===== src/rtl/top_k_flow_selector_assert.svh =====
// ----------------------------------------------------------------------------
// top_k_flow_selector assertion macros
// concurrent assertion wrappers, empty when SYNTH is defined
// ----------------------------------------------------------------------------
`ifndef TOP_K_FLOW_SELECTOR_ASSERT_SVH
`define TOP_K_FLOW_SELECTOR_ASSERT_SVH

`ifndef SYNTH
`define TKFS_ASSERT_ALWAYS(label, clk, rst, expr) \
   label: assert property (@(posedge clk) disable iff (rst) (expr)) \
      else $error("top_k_flow_selector: assertion failed");
`define TKFS_ASSERT_SAME(label, clk, rst, ante, cons) \
   label: assert property (@(posedge clk) disable iff (rst) (ante) |-> (cons)) \
      else $error("top_k_flow_selector: assertion failed");
`define TKFS_ASSERT_NEXT(label, clk, rst, ante, cons) \
   label: assert property (@(posedge clk) disable iff (rst) (ante) |=> (cons)) \
      else $error("top_k_flow_selector: assertion failed");
`else
`define TKFS_ASSERT_ALWAYS(label, clk, rst, expr)
`define TKFS_ASSERT_SAME(label, clk, rst, ante, cons)
`define TKFS_ASSERT_NEXT(label, clk, rst, ante, cons)
`endif

`endif


===== src/rtl/tkfs_pkg.sv =====
// ----------------------------------------------------------------------------
// tkfs_pkg
// shared widths, codes and types of the top-k flow selector
// ----------------------------------------------------------------------------
package tkfs_pkg;

   localparam int TAG_W   = 64;
   localparam int COUNT_W = 32;
   localparam int CFG_W   = 7;

   localparam logic [CFG_W-1:0] CFG_RESET = 7'd10;

   localparam logic ACT_OFFER  = 1'b0;
   localparam logic ACT_EXPORT = 1'b1;

   typedef enum logic [1:0] {
      OP_HOLD,
      OP_INSERT,
      OP_DROP_INSERT,
      OP_SHIFT_OUT
   } chain_op_type;

   typedef enum logic {
      ST_IDLE,
      ST_EXPORT
   } sel_state_type;

   typedef struct packed {
      logic [TAG_W-1:0]   tag;
      logic [COUNT_W-1:0] count;
      logic               le;
   } cell_link_type;

endpackage


===== src/rtl/tkfs_cell.sv =====
// ----------------------------------------------------------------------------
// tkfs_cell
// one slot of the sorted record chain, trades records with its neighbors
// ----------------------------------------------------------------------------
module tkfs_cell import tkfs_pkg::*; (
   input  logic               clock,
   input  chain_op_type       op,
   input  logic               in_use,
   input  logic [TAG_W-1:0]   new_tag,
   input  logic [COUNT_W-1:0] new_count,
   input  cell_link_type      left_link,
   input  cell_link_type      right_link,
   output cell_link_type      own_link
);

   logic [TAG_W-1:0]   tag_ff, tag_in;
   logic [COUNT_W-1:0] count_ff, count_in;
   logic               le;

   // stored record sorts at or before the offered one
   assign le = in_use && (count_ff <= new_count);

   always_comb begin
      tag_in   = tag_ff;
      count_in = count_ff;
      case (op)
         OP_INSERT: begin
            if (!le && left_link.le) begin
               tag_in   = new_tag;
               count_in = new_count;
            end else if (!le) begin
               tag_in   = left_link.tag;
               count_in = left_link.count;
            end
         end
         OP_DROP_INSERT: begin
            if (right_link.le) begin
               tag_in   = right_link.tag;
               count_in = right_link.count;
            end else if (le) begin
               tag_in   = new_tag;
               count_in = new_count;
            end
         end
         OP_SHIFT_OUT: begin
            tag_in   = right_link.tag;
            count_in = right_link.count;
         end
         default: begin
         end
      endcase
   end

   always_ff @(posedge clock) begin
      tag_ff   <= tag_in;
      count_ff <= count_in;
   end

   assign own_link = '{tag: tag_ff, count: count_ff, le: le};

endmodule


===== config.mk =====
export PLATFORM = sky130hd
export DESIGN_NAME = tkfs_cell
export DESIGN_NICKNAME = d
export VERILOG_FILES = /design/src/rtl/top_k_flow_selector_assert.svh /design/src/rtl/tkfs_pkg.sv /design/src/rtl/tkfs_cell.sv
export SDC_FILE = /design/constraint.sdc
export NUM_CORES = 1
export LEC_CHECK = 0
export BUFFER_PORTS_ARGS = -buffer_cell sky130_fd_sc_hd__buf_2
export CELL_PAD_IN_SITES_DETAIL_PLACEMENT = 1
export CELL_PAD_IN_SITES_GLOBAL_PLACEMENT = 1
export CORE_AREA = 3 3 149 151
export DETAILED_ROUTE_END_ITERATION = 10
export DIE_AREA = 0 0 152 154
export HOLD_SLACK_MARGIN = 0.12
export PLACE_DENSITY = 0.87
export SYNTH_ARGS = -nofsm -noshare
export SYNTH_HDL_FRONTEND = slang
export SYNTH_SLANG_ARGS = --single-unit

===== constraint.sdc =====
create_clock -name clock -period 12.1 [get_ports clock]
set_input_delay 1.815 -clock clock [delete_from_list [all_inputs] [get_ports clock]]
set_output_delay 1.815 -clock clock [all_outputs]
set_load 0.03 [all_outputs]

==> summary.md, run 1 <==
| Metric | Value |
|---|---|
| Critical path peak fanout | `3` |
| Register bit total from synthesis | `96` |
| Clock Skews | `~12 ps` |
| Register area share after synthesis | `between 40% and 50%` |
| PnR Total Power | `around 1.1 mW` |
| Setup violators final | `0` |
| Hold_ws | `about 1600 ps` |
| Initial antenna violation count | `0` |
| M1 WL | `just under 10,000 microns` |
| Maximum vdd drop | `around 0.000066 V` |
| DP HPWL | `a little under 20,000 microns` |
| Syn_area_per_cell | `approximately 11 sq um` |
| Status | `finished clean` |
| Final Hold Fails | `0` |
| H-tree depth | `3` |
| Total vias in the final route | `6,407` |
| IO Count | `391` |
| Crit path time final | `5910 ps` |
| Wire length on met3 | `1630 microns` |
| CP max-delay cell | `or3b_1` |
| P_int | `a little over 0.7 mW` |
| Net Sw Frac | `about a third` |
| Hold Path Depth | `6` |
| GRT Total Usage | `slightly above 20%` |
| Setup crit end kind | `primary output` |
| Die Y | `roughly 150 microns` |
| Mapped Cells | `between 500 and 600` |
| Initial Utilization | `between 30% and 40%` |
| Clock insertion delay at the later pin of the skew report | `roughly 350 ps` |
| DR iter-0 viols | `344` |
| Setup WS post-layout | `slightly above 6000 ps` |
| Final ANT Viol Nets | `0` |
| Hold-fix buffers, CTS | `0` |
| CP bufs+invs | `3` |
| Combinational fraction of design power | `around a third` |
| FFs w/ async S/R, synth | `0%` |
| Setup TNS | `0 ps` |
| Global-route wire length before repair | `between 30,000 and 40,000 microns` |
| Final nets | `roughly 1,300` |
| Fin cells | `1,232` |
| CTS tree | `built` |
| Slew Viols, Final | `0` |
| Die X | `roughly 150 microns` |
| Clock tree buffer depth | `2` |
| Top-count cell post-synth | `edfxtp_1` |
| Synth Warn # | `0` |
| Clock sink count | `96` |
| Die area | `approximately 0.023 sq mm` |
| WP data arrival | `between 4000 and 5000 ps` |
| Postcts setup bufs | `0` |
| Crit. path cell count | `9` |
| Slew HR | `27.5%` |
| Syn Nets | `914` |
| Top FF cell, synth | `edfxtp_1` |
| Hold Crit Class | `reg -> reg` |
| Place WS | `roughly 6200 ps` |
| Worst path required time | `10,280 ps` |
| Psw | `0.392 mW` |
| LEAKAGE | `between 4 and 5 nW` |
| Routed wl met2 | `13,100 microns` |
| Final wirelength | `24,900 microns` |
| Buffers on Ports | `390` |
| Cell Chain, Critical Path | `buf_2 -> inv_1 -> ha_1 -> a21oi_1 -> o21ai_0 -> a221oi_1 -> or3b_1 -> a22oi_1 -> buf_2` |
| Cell mode on critical path | `buf_2` |
| Max Cap Viol | `0` |
| Uppermost layer routed | `met4` |
| DRC errors left | `0` |
| Vias in the first global route | `between 6,000 and 7,000` |
| Synth top area share | `a little under half` |
| Clk slew on worst S/H paths | `70 ps` |
| Total CTS buffers | `9` |
| Cell variety after synth | `37` |
| Clock power frac | `between 20% and 30%` |
| Post-DR wirelength/cell | `20.2 microns` |
| Ant diodes | `0` |
| Core footprint | `around 0.021 sq mm` |
| Synth Cell Area | `0.00632 sq mm` |
| Area delta synth->final | `38.4%` |
| Resized cells post-CTS | `0` |
| Placed cells | `roughly 1,200` |
| Most frequent cells after synthesis | `edfxtp_1, a21oi_1, nand2_1` |
| Top post-synthesis cells by area | `edfxtp_1, mux2i_1, a22oi_1` |
| Unrepaired setup endpoints after global routing | `no` |
| Std-Cell Rows | `53` |
| Worst R2R Path Depth | `10` |
| Power per cell area | `~130 mW/mm^2` |
| Setup Crit Path Kind | `in -> out` |
| Layout cells sized above 1 | `47.5%` |
| Clk root buf | `clkbuf_16` |
| Largest area contributor in the netlist | `edfxtp_1` |
| Largest net degree at the start of global routing | `81` |
| Global route overflow | `0` |
| 1st-pass router iterations | `4` |
| Critical Path Start Type | `input port` |
| Worst path max stage delay | `approximately 460 ps` |
| Slew @ Worst Pin | `roughly 1100 ps` |
| Final period util | `between 40% and 50%` |
| Number of enable flip-flop cells after synthesis | `96` |
| GP Congestion | `~0.94` |
| Crit-path leading delay family | `compound AO/OA/AOI/OAI gates` |
| Achievable Freq | `approximately 170 MHz` |
| Sequential share of power | `between 40% and 50%` |
| DR vias/cell | `5.20` |
## tightest hold or removal path, stage by stage (launching register included)
cell	delay [ps]
edfxtp_1	390
ha_1	270
nand4_2	130
a32oi_4	110
buf_4	300
nand2_1	170
a22oi_1	60
## power groups by stage
| stage | registers [mW] | logic, mW | clock network [mW] |
|---|---|---|---|
| floorplan | 0.551 | 0.146 | 0 |
| global placement | 0.450 | 0.368 | 0 |
| detailed placement | 0.452 | 0.380 | 0 |
| CTS | 0.445 | 0.381 | 0.300 |
| global route | 0.450 | 0.408 | 0.312 |
| finish | 0.445 | 0.378 | 0.289 |
## cell families (layout without fill, tap and decap cells)
logic type	Yosys count	in the layout	share of synthesized area, %
and+or+nand+nor	127	127	10.1
buffers and inverters	79	448	6.26
adders and majority gates	32	32	6.34
AOI/OAI and AO/OA	189	189	21.2
DFF	96	96	45.6
muxes	65	65	10.5
## routing by layer
| metal | up-vias | track usage (%) |
|---|---|---|
| li1 | 2978 | - |
| met1 | 3135 | 23.0 |
| met2 | 264 | 37.1 |
| met3 | 30 | 5.07 |
| met4 | 0 | 6.46 |
| met5 | - | 0 |
## placed cells by master (no fill, tap or decap), drive strengths merged, types with 32 or more instances in the layout
| master | synthesis | routed |
|---|---|---|
| buf | 26 | 399 |
| edfxtp | 96 | 96 |
| a21oi | 77 | 77 |
| nand2 | 71 | 71 |
| a22oi | 65 | 65 |
| mux2i | 65 | 65 |
| inv | 33 | 33 |
| or2 | 32 | 32 |
| ha | 32 | 32 |
| o221a | 32 | 32 |
## area by class of cell
type,instances,area (sq um)
fill,2507,12200
multi-input combinational,413,3080
sequential,96,2880
timing repair buffer,399,2020
tap,275,344
clock buffer,11,233
inverter,33,124
clock inverter,5,57.6
## metrics by stage
| step | area [sq um] | utilization [%] |
|---|---|---|
| 2_1_floorplan | 6320 | - |
| 3_3_place_gp | 8450 | 40.3 |
| 3_5_place_dp | 8450 | 40.3 |
| 4_1_cts | 8740 | 41.7 |
| 5_1_grt | 8740 | 41.7 |
| 6_report | 8740 | 41.7 |
## state kept, by name, summed over array words and instances (netlist names)
name / flops
tag_ff: 64
count_ff: 32
## final timing paths
check               start            to  slack (ps)
min reg2reg   count_ff[2]    tag_ff[58]        1610
max reg2reg  count_ff[27]  count_ff[25]        7900
max          new_count[7]   own_link[0]        6190
min           count_ff[2]    tag_ff[58]        1610
Power figures use the tool's default switching activity.
==> inputs of run 2 (changes only) <==
==> constraint.sdc (replaced) <==
create_clock -name clock -period 6 [get_ports clock]
set_input_delay 0.9 -clock clock [delete_from_list [all_inputs] [get_ports clock]]
set_output_delay 0.9 -clock clock [all_outputs]
set_load 0.03 [all_outputs]
==> summary.md, run 2 (same netlist as run 1, synthesis figures left out) <==
| Metric | Value |
|---|---|
| DR iter-0 viols | `between 300 and 400` |
| Largest register by flop count | `tag_ff` |
| Critical path peak fanout | `5` |
| Most common cell after layout, fill and taps aside | `buf_2` |
| CTS tree | `built` |
| Vias in the first global route | `around 6,800` |
| CP max-delay cell | `nor4_4` |
| Post-DR wirelength/cell | `between 20 and 25 microns` |
| IO Count | `just under 400` |
| Slew HR | `25.9%` |
| Clock insertion delay at the later pin of the skew report | `350 ps` |
| Clock Skews | `just under 20 ps` |
| Clk slew on worst S/H paths | `approximately 80 ps` |
| Placed cells | `between 1,000 and 1,500` |
| Setup Crit Path Kind | `in -> out` |
| Final wirelength | `between 20,000 and 30,000 microns` |
| Final ANT Viol Nets | `0` |
| GR Layer Usage met1 | `a little under a quarter` |
| Setup TNS | `0 ps` |
| LEAKAGE | `4.05 nW` |
| Die Y | `154 microns` |
| Most frequent cells in the layout | `buf_2, edfxtp_1, a21oi_1` |
| Largest net degree at the start of global routing | `around 80` |
| Die X | `approximately 150 microns` |
| Max reg flops | `64` |
| Setup crit end kind | `primary output` |
| Power per cell area | `253 mW/mm^2` |
| DRC errors left | `0` |
| DP HPWL | `approximately 20,000 microns` |
| Area delta synth->final | `38.2%` |
| Critical Path Start Type | `input port` |
| Initial Utilization | `between 30 and 40%` |
| Register area | `0.00288 sq mm` |
| GP Congestion | `between 0.8 and 0.9` |
| Global route hottest layer | `met2` |
| WP data arrival | `about 3100 ps` |
| Setup violators final | `0` |
| Layout cells sized above 1 | `47.6%` |
| Maximum vdd drop | `around 0.00011 V` |
| Clk root buf | `clkbuf_16` |
| Final period util | `roughly 67%` |
| Buffers on Ports | `390` |
| Worst path max stage delay | `410 ps` |
| Resized cells post-CTS | `0` |
| H-tree depth | `3` |
| Postcts setup bufs | `0` |
| Crit path time final | `4010 ps` |
| Slew Viols, Final | `0` |
| Die area | `0.0234 sq mm` |
| Std-Cell Rows | `53` |
| Cell Chain, Critical Path | `buf_2 -> inv_1 -> ha_1 -> nand4_1 -> nor4_4 -> nand4_2 -> and2_1 -> a22oi_1 -> buf_2` |
| Initial antenna violation count | `3` |
| Worst path required time | `5100 ps` |
| Max Cap Viol | `0` |
| Status | `finished clean` |
| Hold-fix buffers, CTS | `0` |
| Unrepaired setup endpoints after global routing | `no` |
| Hold Crit Class | `in -> reg` |
| Fin cells | `1,235` |
| 1st-pass router iterations | `4` |
| Core Util, Final | `41.7%` |
| Area used by multi-input combinational logic | `slightly above 0.003 sq mm` |
| Total vias in the final route | `between 6,000 and 7,000` |
| Global route overflow | `0` |
| Largest registers | `tag_ff: 64 flops, count_ff: 32 flops` |
| Total CTS buffers | `9` |
| Clock sink count | `96` |
| Cell mode on critical path | `buf_2` |
| Setup slack, reg-to-reg | `around 2400 ps` |
| Achievable Freq | `about 250 MHz` |
| DR vias/cell | `5.18` |
| Slew @ Worst Pin | `1090 ps` |
| Fill count | `2,544` |
| Final nets | `roughly 1,300` |
| Clock tree buffer depth | `2` |
| GRT Total Usage | `between 20% and 30%` |
| Global-route wire length before repair | `37,800 microns` |
| Met3 Resource Use GR | `5.26%` |
| Final Hold Fails | `0` |
| Core footprint | `0.0210 sq mm` |
| GR Util met2 | `between 30% and 40%` |
-- run 2: cell count changes in the layout (fill, tap and decap cells not counted) --
cell	change
diode_2	+3
bufinv_16	-1
inv_6	+1
clkinvlp_4	-1
clkinv_4	+1
clkbuf_1	-2
clkinv_2	+1
clkinv_1	+1
-- run 2: critical path: cells and delay by family --
kind	cells	cell delay, ps
AND/OR/NAND/NOR	4	1110
buffers and inverters	3	450
adder cells (fa/ha/maj)	1	320
AO/OA/AOI/OAI	1	330
-- run 2: power breakdown --
| part | switching [mW] | internal (mW) |
|---|---|---|
| Clock | 0.266 | 0.281 |
| Sequential | 0.0365 | 0.862 |
| Combinational | 0.499 | 0.265 |
| Total | 0.802 | 1.41 |
-- run 2: worst paths after layout --
| kind | startpoint | endpoint | cells after the start |
|---|---|---|---|
| worst max register to register | count_ff[24] | tag_ff[18] | 9 |
| worst min-delay path | left_link[29] | count_ff[28] | 2 |
| worst max-delay path | new_count[27] | own_link[0] | 9 |
| worst min register to register | count_ff[2] | tag_ff[60] | 4 |
-- run 2: stage by stage --
step	cell area [sq um]	total power, mW	hold slack, ps	setup WS (ps)
after global placement	8450	1.65	1230	1970
after detailed placement	8450	1.68	1260	1840
final	8730	2.21	893	1990
after global routing	8730	2.32	877	1800
after floorplan	6320	1.39	1150	918
after CTS	8720	2.24	877	2010
-- run 2: per-layer routing --
metal / routed length [microns] / up-vias
met5: 0 / -
met4: 1040 / 0
li1: - / 2987
met2: 13000 / 317
met3: 1880 / 60
met1: 9500 / 3036
-- run 2: final cells by class --
| class | instances | area share (%) |
|---|---|---|
| multi-input combinational | 413 | 35.3 |
| sequential | 96 | 33.0 |
| timing repair buffer | 399 | 23.2 |
| tap | 275 | 3.94 |
| clock buffer | 9 | 2.58 |
| inverter | 33 | 1.42 |
| clock inverter | 7 | 0.530 |
| antenna | 3 | 0.0860 |
